$ cat src/sv/bbds_pkg.sv
package bbds_pkg;

    // Item kinds carried in the slave-side tuser
    localparam logic [2:0] OP_TICK    = 3'd0;
    localparam logic [2:0] OP_START   = 3'd1;
    localparam logic [2:0] OP_BOLUS   = 3'd2;
    localparam logic [2:0] OP_REVERSE = 3'd3;
    localparam logic [2:0] OP_PROFILE = 3'd4;

    // Configuration register indexes
    localparam logic CFG_MIN_DOSE = 1'b0;
    localparam logic CFG_STEPS_PU = 1'b1;

    localparam int HOURS_DEF = 24;

    localparam logic [11:0] SECS_PER_HOUR  = 12'd3600;
    localparam logic [5:0]  SECS_PER_MIN   = 6'd60;
    localparam logic [13:0] REVERSE_AMOUNT = 14'd10;
    localparam logic [13:0] HOUR_MAX       = 14'h3FFF;
    localparam logic [18:0] STEPS_MAX      = 19'h7FFFF;

    // floor(x / 100) for x below 2^27: (x * STEPS_RECIP) >> STEPS_SHIFT
    localparam logic [25:0] STEPS_RECIP = 26'd42949673;
    localparam int          STEPS_SHIFT = 32;

    // Shared divider geometry
    localparam int DIV_DW = 14;   // widest dividend: profile target less hour amount
    localparam int DIV_VW = 14;   // widest divisor
    localparam int DIV_CW = 5;    // bit counter

    localparam logic [DIV_CW-1:0] NB_DUE   = 5'd14;
    localparam logic [DIV_CW-1:0] NB_IVL   = 5'd12;

    typedef struct packed {
        logic              start;
        logic [DIV_CW-1:0] nbits;     // quotient bits to develop
        logic [DIV_DW-1:0] dividend;  // left aligned to nbits
        logic [DIV_VW-1:0] divisor;
    } t_div_req;

    typedef struct packed {
        logic              done;
        logic [DIV_DW-1:0] quo;
    } t_div_rsp;

endpackage

$ cat src/sv/bbds_div.sv
module bbds_div (
    input  logic               i_clk,
    input  logic               i_rst_n,
    input  bbds_pkg::t_div_req i_req,
    output bbds_pkg::t_div_rsp o_rsp
);
    import bbds_pkg::*;

    logic              r_busy;
    logic              r_done;
    logic [DIV_CW-1:0] r_cnt;
    logic [DIV_DW-1:0] r_quo;
    logic [DIV_VW-1:0] r_rem;
    logic [DIV_VW-1:0] r_dvs;

    logic [DIV_VW:0] sh;
    logic [DIV_VW:0] diff;
    logic            ge;

    // One restoring step: shift in the next dividend bit, try the subtract
    always_comb begin
        sh   = {r_rem, r_quo[DIV_DW-1]};
        diff = sh - {1'b0, r_dvs};
        ge   = (sh >= {1'b0, r_dvs});
    end

    always_ff @(posedge i_clk) begin
        if (!i_rst_n) begin
            r_busy <= 1'b0;
            r_done <= 1'b0;
            r_cnt  <= '0;
        end else if (i_req.start) begin
            r_busy <= 1'b1;
            r_done <= 1'b0;
            r_cnt  <= i_req.nbits;
        end else if (r_busy) begin
            r_cnt <= r_cnt - 1'b1;
            if (r_cnt == DIV_CW'(1)) begin
                r_busy <= 1'b0;
                r_done <= 1'b1;
            end
        end else begin
            r_done <= 1'b0;
        end
    end

    always_ff @(posedge i_clk) begin
        if (i_req.start) begin
            r_quo <= i_req.dividend;
            r_rem <= '0;
            r_dvs <= i_req.divisor;
        end else if (r_busy) begin
            r_quo <= {r_quo[DIV_DW-2:0], ge};
            r_rem <= ge ? diff[DIV_VW-1:0] : sh[DIV_VW-1:0];
        end
    end

    assign o_rsp.done = r_done;
    assign o_rsp.quo  = r_quo;

endmodule

$ cat config.mk
export PLATFORM = sky130hd
export DESIGN_NAME = bbds_div
export DESIGN_NICKNAME = d
export VERILOG_FILES = /design/src/sv/bbds_pkg.sv /design/src/sv/bbds_div.sv
export SDC_FILE = /design/constraint.sdc
export NUM_CORES = 1
export LEC_CHECK = 0
export ABC_AREA = 0
export BUFFER_PORTS_ARGS = -buffer_cell sky130_fd_sc_hd__buf_4
export CORE_MARGIN = 2
export CORE_UTILIZATION = 60
export CTS_CLUSTER_DIAMETER = 100
export DETAILED_ROUTE_END_ITERATION = 8
export GPL_TIMING_DRIVEN = 0
export PLACE_DENSITY_LB_ADDON = 0.3
export SYNTH_ARGS = -nofsm -noshare
export SYNTH_HDL_FRONTEND = slang
export SYNTH_SLANG_ARGS = --single-unit
$ cat constraint.sdc
create_clock -name i_clk -period 4.35 [get_ports i_clk]
set_clock_uncertainty 0.05 [all_clocks]
set_input_delay 0.87 -clock i_clk [delete_from_list [all_inputs] [get_ports i_clk]]
set_output_delay 0.87 -clock i_clk [all_outputs]
set_load 0.01 [all_outputs]
**Yosys cells after proc, flatten, opt, wreduce, memory -nomap -nowiden**

Cells that the tools add are included.
Widths: inputs -> output; s select.

- Bits in registers: 49
- Input bits: 36
- Output and inout bits: 15
- Logic and storage cells: 22

- Add/subtract/negate cells: 2
- Magnitude comparators: 1
- Equality and inequality tests: 1
- Mux-type cells: 8
- Bitwise logic cells: 2
- Reductions and logical operators: 2

Operators by type and width:

| kind | count |
|---|---|
| $mux 14 | 3 |
| $ge 15x14->1 | 1 |
| $sub 14x14->14 | 1 |
| $mux 5 | 2 |
| $eq 5x1->1 const B | 1 |
| $sub 5x1->5 const B | 1 |
| $mux 1 | 3 |
| $reduce_or 3->1 | 1 |
| $not 1->1 | 2 |
| $reduce_bool 2->1 | 1 |

**Depth between registers and ports, before layout**

Gate-level depths: netlist of the first run.

- Depth in word-level cells: 4
- Depth in mapped cells: 11
- Depth with buffers taken out: 11

**Worst setup path before layout of the first run**

OpenSTA, ideal clock, no wires.

- Path type: flip-flop to flip-flop
- From: reg r_quo[13]
- To: reg r_rem[12]
- Data arrival time: 2365 ps
- Data required time: 4221 ps
- Slack: 1856 ps
- Cell stages (with the launch flop): 12
- Path buffers: 0
- Clock period less this slack: 2494 ps
- Cells stage by stage: edfxtp_1 -> inv_1 -> ha_1 -> inv_1 -> fa_1 -> a211oi_1 -> o21ai_0 -> a31o_2 -> a21oi_1 -> xnor2_1 -> mux2i_1 -> a211oi_2

- Longest elaborated chain between the ends: 2
- Elaborated cells on any way between the ends: 3
- Those cells by class: 1 x add/sub; 1 x order compare; 1 x mux

Ends and longest elaborated chain:

| what | line | text |
|---|---|---|
| start: declaration | bbds_div.sv:12 | `logic [DIV_DW-1:0] r_quo;` |
| start signal: assignment | bbds_div.sv:49 | `r_quo <= i_req.dividend;` |
| start signal: assignment | bbds_div.sv:53 | `r_quo <= {r_quo[DIV_DW-2:0], ge};` |
| $sub 14x14->14 / $ge 15x14->1 (equally long branches) | bbds_div.sv:23, bbds_div.sv:24 |  |
| $mux 14 * | bbds_div.sv:54 | `r_rem <= ge ? diff[DIV_VW-1:0] : sh[DIV_VW-1:0];` |
| end signal: assignment | bbds_div.sv:54 |  |
| end: declaration | bbds_div.sv:13 | `logic [DIV_VW-1:0] r_rem;` |

Mark *: on every way between the ends. The rest lies on a longest branch, timed or not.
A chain may end at the register's enable or synchronous reset.

**Final worst setup path of the first run**

Same ends and word-level chain as after synthesis.

==> results of run 1 <==
==> cell families (layout without fill, tap and decap cells) <==
group / count (synthesis) / count (layout) / synth area share [%]
xor gates and xnor gates: 16 / 16 / 5.04
and+or+nand+nor: 51 / 51 / 10.9
DFF: 49 / 49 / 45.4
muxes: 26 / 26 / 10.0
buffers and inverters: 36 / 94 / 6.22
AOI/OAI and AO/OA: 54 / 54 / 14.1
adders and majority gates: 18 / 18 / 8.38
==> flip-flops by register name, summed over array words and instances (netlist names) <==
name and flops:
r_busy 1, r_cnt 5, r_done 1, r_dvs 14, r_quo 14, r_rem 14
==> where the power goes <==
part	switching (mW)	internal [mW]
clock network	0.166	0.116
registers	0.0250	0.536
logic	0.166	0.160
total	0.357	0.812
==> worst register-to-register path: cells and delay by family (launching register included) <==
kind,cells,cell delay [ps]
mux,1,110
fa+ha+maj,2,580
buf+inv,2,170
flops,1,410
xor+xnor,1,130
compound gates,5,1320
==> worst max path at each step <==
stage | slack, ps | endpoint | cells after the start
floorplan | 1860 | r_rem[12]$_SDFFE_PP0P_ | 11
global placement | 1660 | r_rem[12]$_SDFFE_PP0P_ | 11
detailed placement | 1560 | r_rem[12]$_SDFFE_PP0P_ | 11
CTS | 1510 | r_rem[12]$_SDFFE_PP0P_ | 11
global route | 1380 | r_rem[8]$_SDFFE_PP0P_ | 11
finish | 1510 | r_rem[12]$_SDFFE_PP0P_ | 11
==> routing by layer <==
metal | global-route usage (%) | vias up | routed length [um]
met5 | 0 | - | 0
met4 | 6.71 | 0 | 59
li1 | - | 1008 | -
met3 | 5.00 | 5 | 331
met2 | 38.5 | 66 | 2700
met1 | 29.4 | 972 | 2410
==> layout make-up <==
| type | instances | area (um^2) |
|---|---|---|
| buffer | 12 | 82.6 |
| clock buffer | 5 | 68.8 |
| clock inverter | 3 | 25.0 |
| fill | 303 | 1100 |
| inverter | 24 | 90.1 |
| multi-input combinational | 165 | 1340 |
| sequential | 49 | 1260 |
| tap | 52 | 65.1 |
| timing repair buffer | 50 | 375 |
==> metrics by stage <==
step	power [mW]	area [um^2]	cells	util, %
after global placement	0.885	3220	352	72.9
after floorplan	0.799	2780	250	-
final	1.17	3310	360	75.0
after detailed placement	0.894	3220	352	72.9
after global routing	1.23	3310	360	75.0
after CTS	1.17	3310	360	75.0
==> cells in the mapped netlist, drive strengths merged, types with 2 or more instances <==
cell type  instances
edfxtp            28
nor2b              2
xor2               6
mux2i             12
a31o               2
nor3               3
a211oi            10
o21ai             12
o221ai             2
and2               4
dfxtp             21
nand3              4
nor4b              2
mux2              14
buf                6
ha                17
nor2              15
inv               24
a21o               4
a21oi             14
nand4              2
clkbuf             6
o211ai             2
xnor2             10
nand2             15
==> metrics.cfg, run 1 <==
[run_status]
status=complete, no violations

[detailed_routing]
vias=2051
drtIter0Drc=149
firstDrtPassIters=4
wirelength_um=5500
wire_per_inst_um=15.3
viasPerCell=5.70
antenna_left=0
post-route-drc-count=0

[timing]
setup_viol=0
hold_slack_ps=409
worst_pin_slew_ps=677
timing.final.crit_share_pct=65.2
final.setup.tns_ps=0
slew_headroom_pct=54.4
fmax_mhz=352
worst_slack_ps=1510
fin_crit_ps=2840
rsz0062_at_grt=no
finalMaxSlewViolations=0
finalHoldViolCount=0

[critical_path]
reg2reg_setup_slack_ps=1510
crit_top_cell=inv_1
crit_arrival_ps=3020
crit_path_cell_trace=inv_1 -> ha_1 -> inv_1 -> fa_1 -> a211oi_1 -> o21ai_0 -> a31o_2 -> a21oi_1 -> xnor2_1 -> mux2i_1 -> a211oi_2
worstSetupPathType=reg -> reg
cpPeakStageDelay_ps=420
critPathMaxFanout=4
startpoint_type=flop
crit_buf_inv=2
crit_slowest_cell=fa_1
rr_endpoint=r_rem[12]$_SDFFE_PP0P_
ff2ff_path_depth=11
timing.rr.start=r_quo[13]$_DFFE_PP_
cp_data_required_time_ps=4540
critPathTopFamily=compound AO/OA/AOI/OAI gates
worst_setup_path_end_kind=flop
crit_start=r_quo[13]$_DFFE_PP_

[logic_synthesis]
ys_seq_area_share_pct=45.4
yosys.area.top_type=edfxtp_1
async_flop_share_pct=0
syn_nets=304
synthesis.area_mm2=0.00278
synth_top_area_share_pct=30.3
ys.flop_type=edfxtp_1
synth_edf_count=28
yosysWarningCount=0
syn_inst=250
ys_types=48
avgSynthCellArea_um2=11.1
ys_ff_latch=49
synthTopCellsByArea=edfxtp_1 (30%), dfxtp_1 (15%), ha_1 (7.7%)

[finish]
nets=361
final_cell_mix=buf_4 (51), edfxtp_1 (28), inv_1 (24)
antenna_cells=0
layout-drive-gt1-share_pct=29.2
final_common_cell=buf_4
syn2layout_area_growth_pct=19.2

[clock_network]
clock_sinks=49
insertion_delay_ps=310
post_cts_buffers=0
htree_levels=2
postCtsHoldBufs=0
tritoncts.num_buffers=5
path_clk_slew_ps=100
cts_buffer_depth=2
cts_tree=built
cts-root-buf=clkbuf_8
cts.repair.resized=0

[worst_hold_path]
worstHoldPathCells=2
hold_start=r_done$_SDFFE_PP0P_
hold_path_end=r_done$_SDFFE_PP0P_
hold_class=reg -> reg

[placement]
preCtsSetupSlack_ps=1560
io_buffers=50
hpwlAfterDp_um=3990
place_congestion=0.878

[power_and_ir_drop]
p_leak_nw=1.44
ir_drop_v=0.000261
p_per_area_mw_per_mm2=353

[global_routing]
grt_util_all_layers_pct=22.8
grt_pass1_vias=2004
grt_start_max_net_pins=18
overflow=0
grt_pass1_wl_um=9250
antenna_found_initial=0

[floorplan]
initial_utilization_pct=62.9
row_count=24
die_x_um=72.0
core_area_mm2=0.00441
io_pins=51
die_y_um=72.0
die_area_mm2=0.00519

[run]
maxCapViolations=0

Note: power is estimated with default switching activity, not from simulation.
==> run 2, diff against run 1 <==
--- a/config.mk
+++ b/config.mk
@@ -5,10 +5,10 @@
 export SDC_FILE = /design/constraint.sdc
 export NUM_CORES = 1
 export LEC_CHECK = 0
-export ABC_AREA = 0
+export ABC_AREA = 1
 export BUFFER_PORTS_ARGS = -buffer_cell sky130_fd_sc_hd__buf_4
 export CORE_MARGIN = 2
-export CORE_UTILIZATION = 60
+export CORE_UTILIZATION = 51
 export CTS_CLUSTER_DIAMETER = 100
 export DETAILED_ROUTE_END_ITERATION = 8
 export GPL_TIMING_DRIVEN = 0
==> constraint.sdc (replaced) <==
create_clock -name i_clk -period 2.5 [get_ports i_clk]
set_clock_uncertainty 0.05 [all_clocks]
set_input_delay 0.5 -clock i_clk [delete_from_list [all_inputs] [get_ports i_clk]]
set_output_delay 0.5 -clock i_clk [all_outputs]
set_load 0.01 [all_outputs]
==> metrics.cfg, run 2 <==
[run_status]
status=complete, no violations

[global_routing]
grt_util_all_layers_pct=22.7  ; -0.027 points
grt_pass1_vias=2602  ; +30%
grt_pass1_wl_um=11400  ; +23%
antenna_found_initial=0  ; unchanged
grt_start_max_net_pins=20  ; +2
overflow=0  ; unchanged

[timing]
hold_slack_ps=313  ; -96.4 ps
final.setup.tns_ps=0  ; unchanged
timing.final.crit_share_pct=86.8  ; +22 points
rsz0062_at_grt=no
slew_headroom_pct=52.8  ; -1.7 points
finalHoldViolCount=0  ; unchanged
setup_viol=0  ; unchanged
fin_crit_ps=2170  ; -668 ps
worst_pin_slew_ps=708  ; +31.3 ps
finalMaxSlewViolations=0  ; unchanged
fmax_mhz=461  ; +31%

[floorplan]
row_count=27  ; +13%
io_pins=51  ; unchanged
die_area_mm2=0.00652  ; +26%
die_x_um=80.8  ; +12%
die_y_um=80.8  ; +12%
core_area_mm2=0.00561  ; +27%
initial_utilization_pct=53.6  ; -9.3 points

[detailed_routing]
antenna_left=0  ; unchanged
vias=2694  ; +31%
viasPerCell=5.11  ; -10%
wirelength_um=6840  ; +24%
wire_per_inst_um=13.0  ; -15%
drtIter0Drc=120  ; -19%
firstDrtPassIters=5  ; +1
post-route-drc-count=0  ; unchanged

[finish]
nets=508  ; +41%
multi_input_area_mm2=0.00147  ; +9.3%
final_common_cell=nand2_1
syn2layout_area_growth_pct=18.4
reg_top3=r_dvs (14), r_quo (14), r_rem (14)
layout-drive-gt1-share_pct=17.8  ; -11 points
finalInstanceArea_mm2=0.00356  ; +7.4%
final_cell_mix=nand2_1 (147), inv_1 (57), buf_4 (51)
stdcell_count=527  ; +46%
fillers=517  ; +71%
seq_area_mm2=0.00126  ; unchanged
antenna_cells=0  ; unchanged

[logic_synthesis]
ys_ff_latch=49  ; unchanged
avgSynthCellArea_um2=7.57  ; -32%
netlist_top_cells_count=nand2_1 (147), inv_1 (57), edfxtp_1 (28)
syn_inst=397  ; +59%
synthesis.area_mm2=0.00301  ; +8.2%
yosysWarningCount=0  ; unchanged
synth_compound_area_share_pct=4.62  ; -9.5 points
synth.area.mux_share_pct=0  ; -10 points
yosys.area_share.simple_pct=33.9  ; +23 points
syn_nets=451  ; +48%
synth_xor_area_share_pct=2.62  ; -2.4 points
synthTopCellsByArea=edfxtp_1 (28%), nand2_1 (18%), dfxtp_1 (14%)
ys_seq_area_share_pct=42.0  ; -3.4 points
synth_fa_ha_area_share_pct=7.74  ; -0.63 points
synth_top_area_share_pct=28.0  ; -2.3 points
synth_edf_count=28  ; unchanged
ys_types=35  ; -27%
async_flop_share_pct=0  ; unchanged
yosysMostFrequentCell=nand2_1
ys.flop_type=edfxtp_1
synth_top_family_by_area=simple AND/OR/NAND/NOR gates
yosys.area.top_type=edfxtp_1

[run]
maxCapViolations=0  ; unchanged

[power_and_ir_drop]
ir_drop_v=0.000309  ; +19%
p_total_mw=1.74  ; +49%
p_per_area_mw_per_mm2=490  ; +39%
p_leak_nw=1.81  ; +26%

[critical_path]
crit_arrival_ps=2290  ; -730 ps
startpoint_type=flop
crit_path_cell_trace=inv_1 -> ha_1 -> inv_1 -> fa_1 -> nand3_1 -> nand3_1 -> nand2_1 -> nand2_1 -> xnor2_1 -> nand2_1 -> nand3_1 -> o21ai_1
worstSetupPathType=reg -> reg
cp_data_required_time_ps=2620  ; -1920 ps
worst_setup_path_end_kind=flop
critPathMaxFanout=4  ; unchanged
crit_slowest_cell=fa_1
cpPeakStageDelay_ps=450  ; +30 ps

[placement]
place_congestion=0.970  ; +10%
dp.cells=519  ; +47%
place_area_mm2=0.00347  ; +7.9%
io_buffers=50  ; unchanged
hpwlAfterDp_um=5130  ; +29%

[clock_network]
clock_sinks=49  ; unchanged
postCtsHoldBufs=0  ; unchanged
cts-root-buf=clkbuf_8
htree_levels=2  ; unchanged
post_cts_buffers=0  ; unchanged
tritoncts.num_buffers=5  ; unchanged
cts_buffer_depth=2  ; unchanged
cts_tree=built
insertion_delay_ps=300  ; about the same
path_clk_slew_ps=100  ; about the same
cts.repair.resized=0  ; unchanged

[worst_hold_path]
hold_class=in -> reg

## run 2: cell count changes in the layout (fill, tap and decap cells not counted), moves of 6 or more
cell,before,now
nand3_1,3,27
inv_1,24,57
a21oi_1,13,7
nand2_1,15,147
nand4_1,1,10
nor2_1,14,26
nor2_2,1,9
mux2_2,14,0
a211oi_1,9,0
o21ai_0,11,5
mux2i_1,12,0
## run 2: area by class of cell
cell class / instances / share of cell area [%]
multi-input combinational: 281 / 41.3
sequential: 49 / 35.5
timing repair buffer: 50 / 10.6
inverter: 59 / 6.23
tap: 72 / 2.53
clock buffer: 5 / 1.93
buffer: 8 / 1.51
clock inverter: 3 / 0.492
## run 2: stage by stage
stage	setup slack (ps)	util, %
3_5_place_dp	244	61.9
5_1_grt	111	63.4
3_3_place_gp	286	61.9
2_1_floorplan	540	-
4_1_cts	319	63.4
6_report	331	63.4
## run 2: path summary, 6_finish.rpt
check | start | to | slack, ps | cells after the start
worst max-delay path | r_quo[13]$_DFFE_PP_ | r_rem[8]$_SDFFE_PP0P_ | 330 | 12
worst min-delay path | i_req[1] | r_dvs[1]$_DFFE_PP_ | 310 | 1
worst max register to register | r_quo[13]$_DFFE_PP_ | r_rem[8]$_SDFFE_PP0P_ | 330 | 12
worst min register to register | r_rem[13]$_SDFFE_PP0P_ | r_rem[13]$_SDFFE_PP0P_ | 430 | 2
## run 2: cell families (layout without fill, tap and decap cells)
family | after synthesis | count (layout)
simple gates | 231 | 231
flops | 49 | 49
xor+xnor | 9 | 9
buf+inv | 67 | 125
compound gates | 23 | 23
fa+ha+maj | 18 | 18
## run 2: power breakdown
| group | total (mW) | leakage, nW | internal [mW] | switching (mW) |
|---|---|---|---|---|
| clock | 0.472 | 0.0455 | 0.194 | 0.278 |
| combinational | 0.332 | 1.31 | 0.142 | 0.190 |
| sequential | 0.940 | 0.452 | 0.913 | 0.0269 |
## run 2: critical path: cells and delay by family (launching register included)
family	cells	cell delay, ps
compound gates	1	70
xor+xnor	1	140
flops	1	390
fa+ha+maj	2	610
simple gates	6	610
buf+inv	2	160
## run 2: metal layers
layer,vias up,wire length (um),track usage [%]
li1,1373,-,-
met1,1235,3130,27.8
met2,75,3280,39.1
met3,11,310,4.89
met4,0,118,9.15
met5,-,0,0
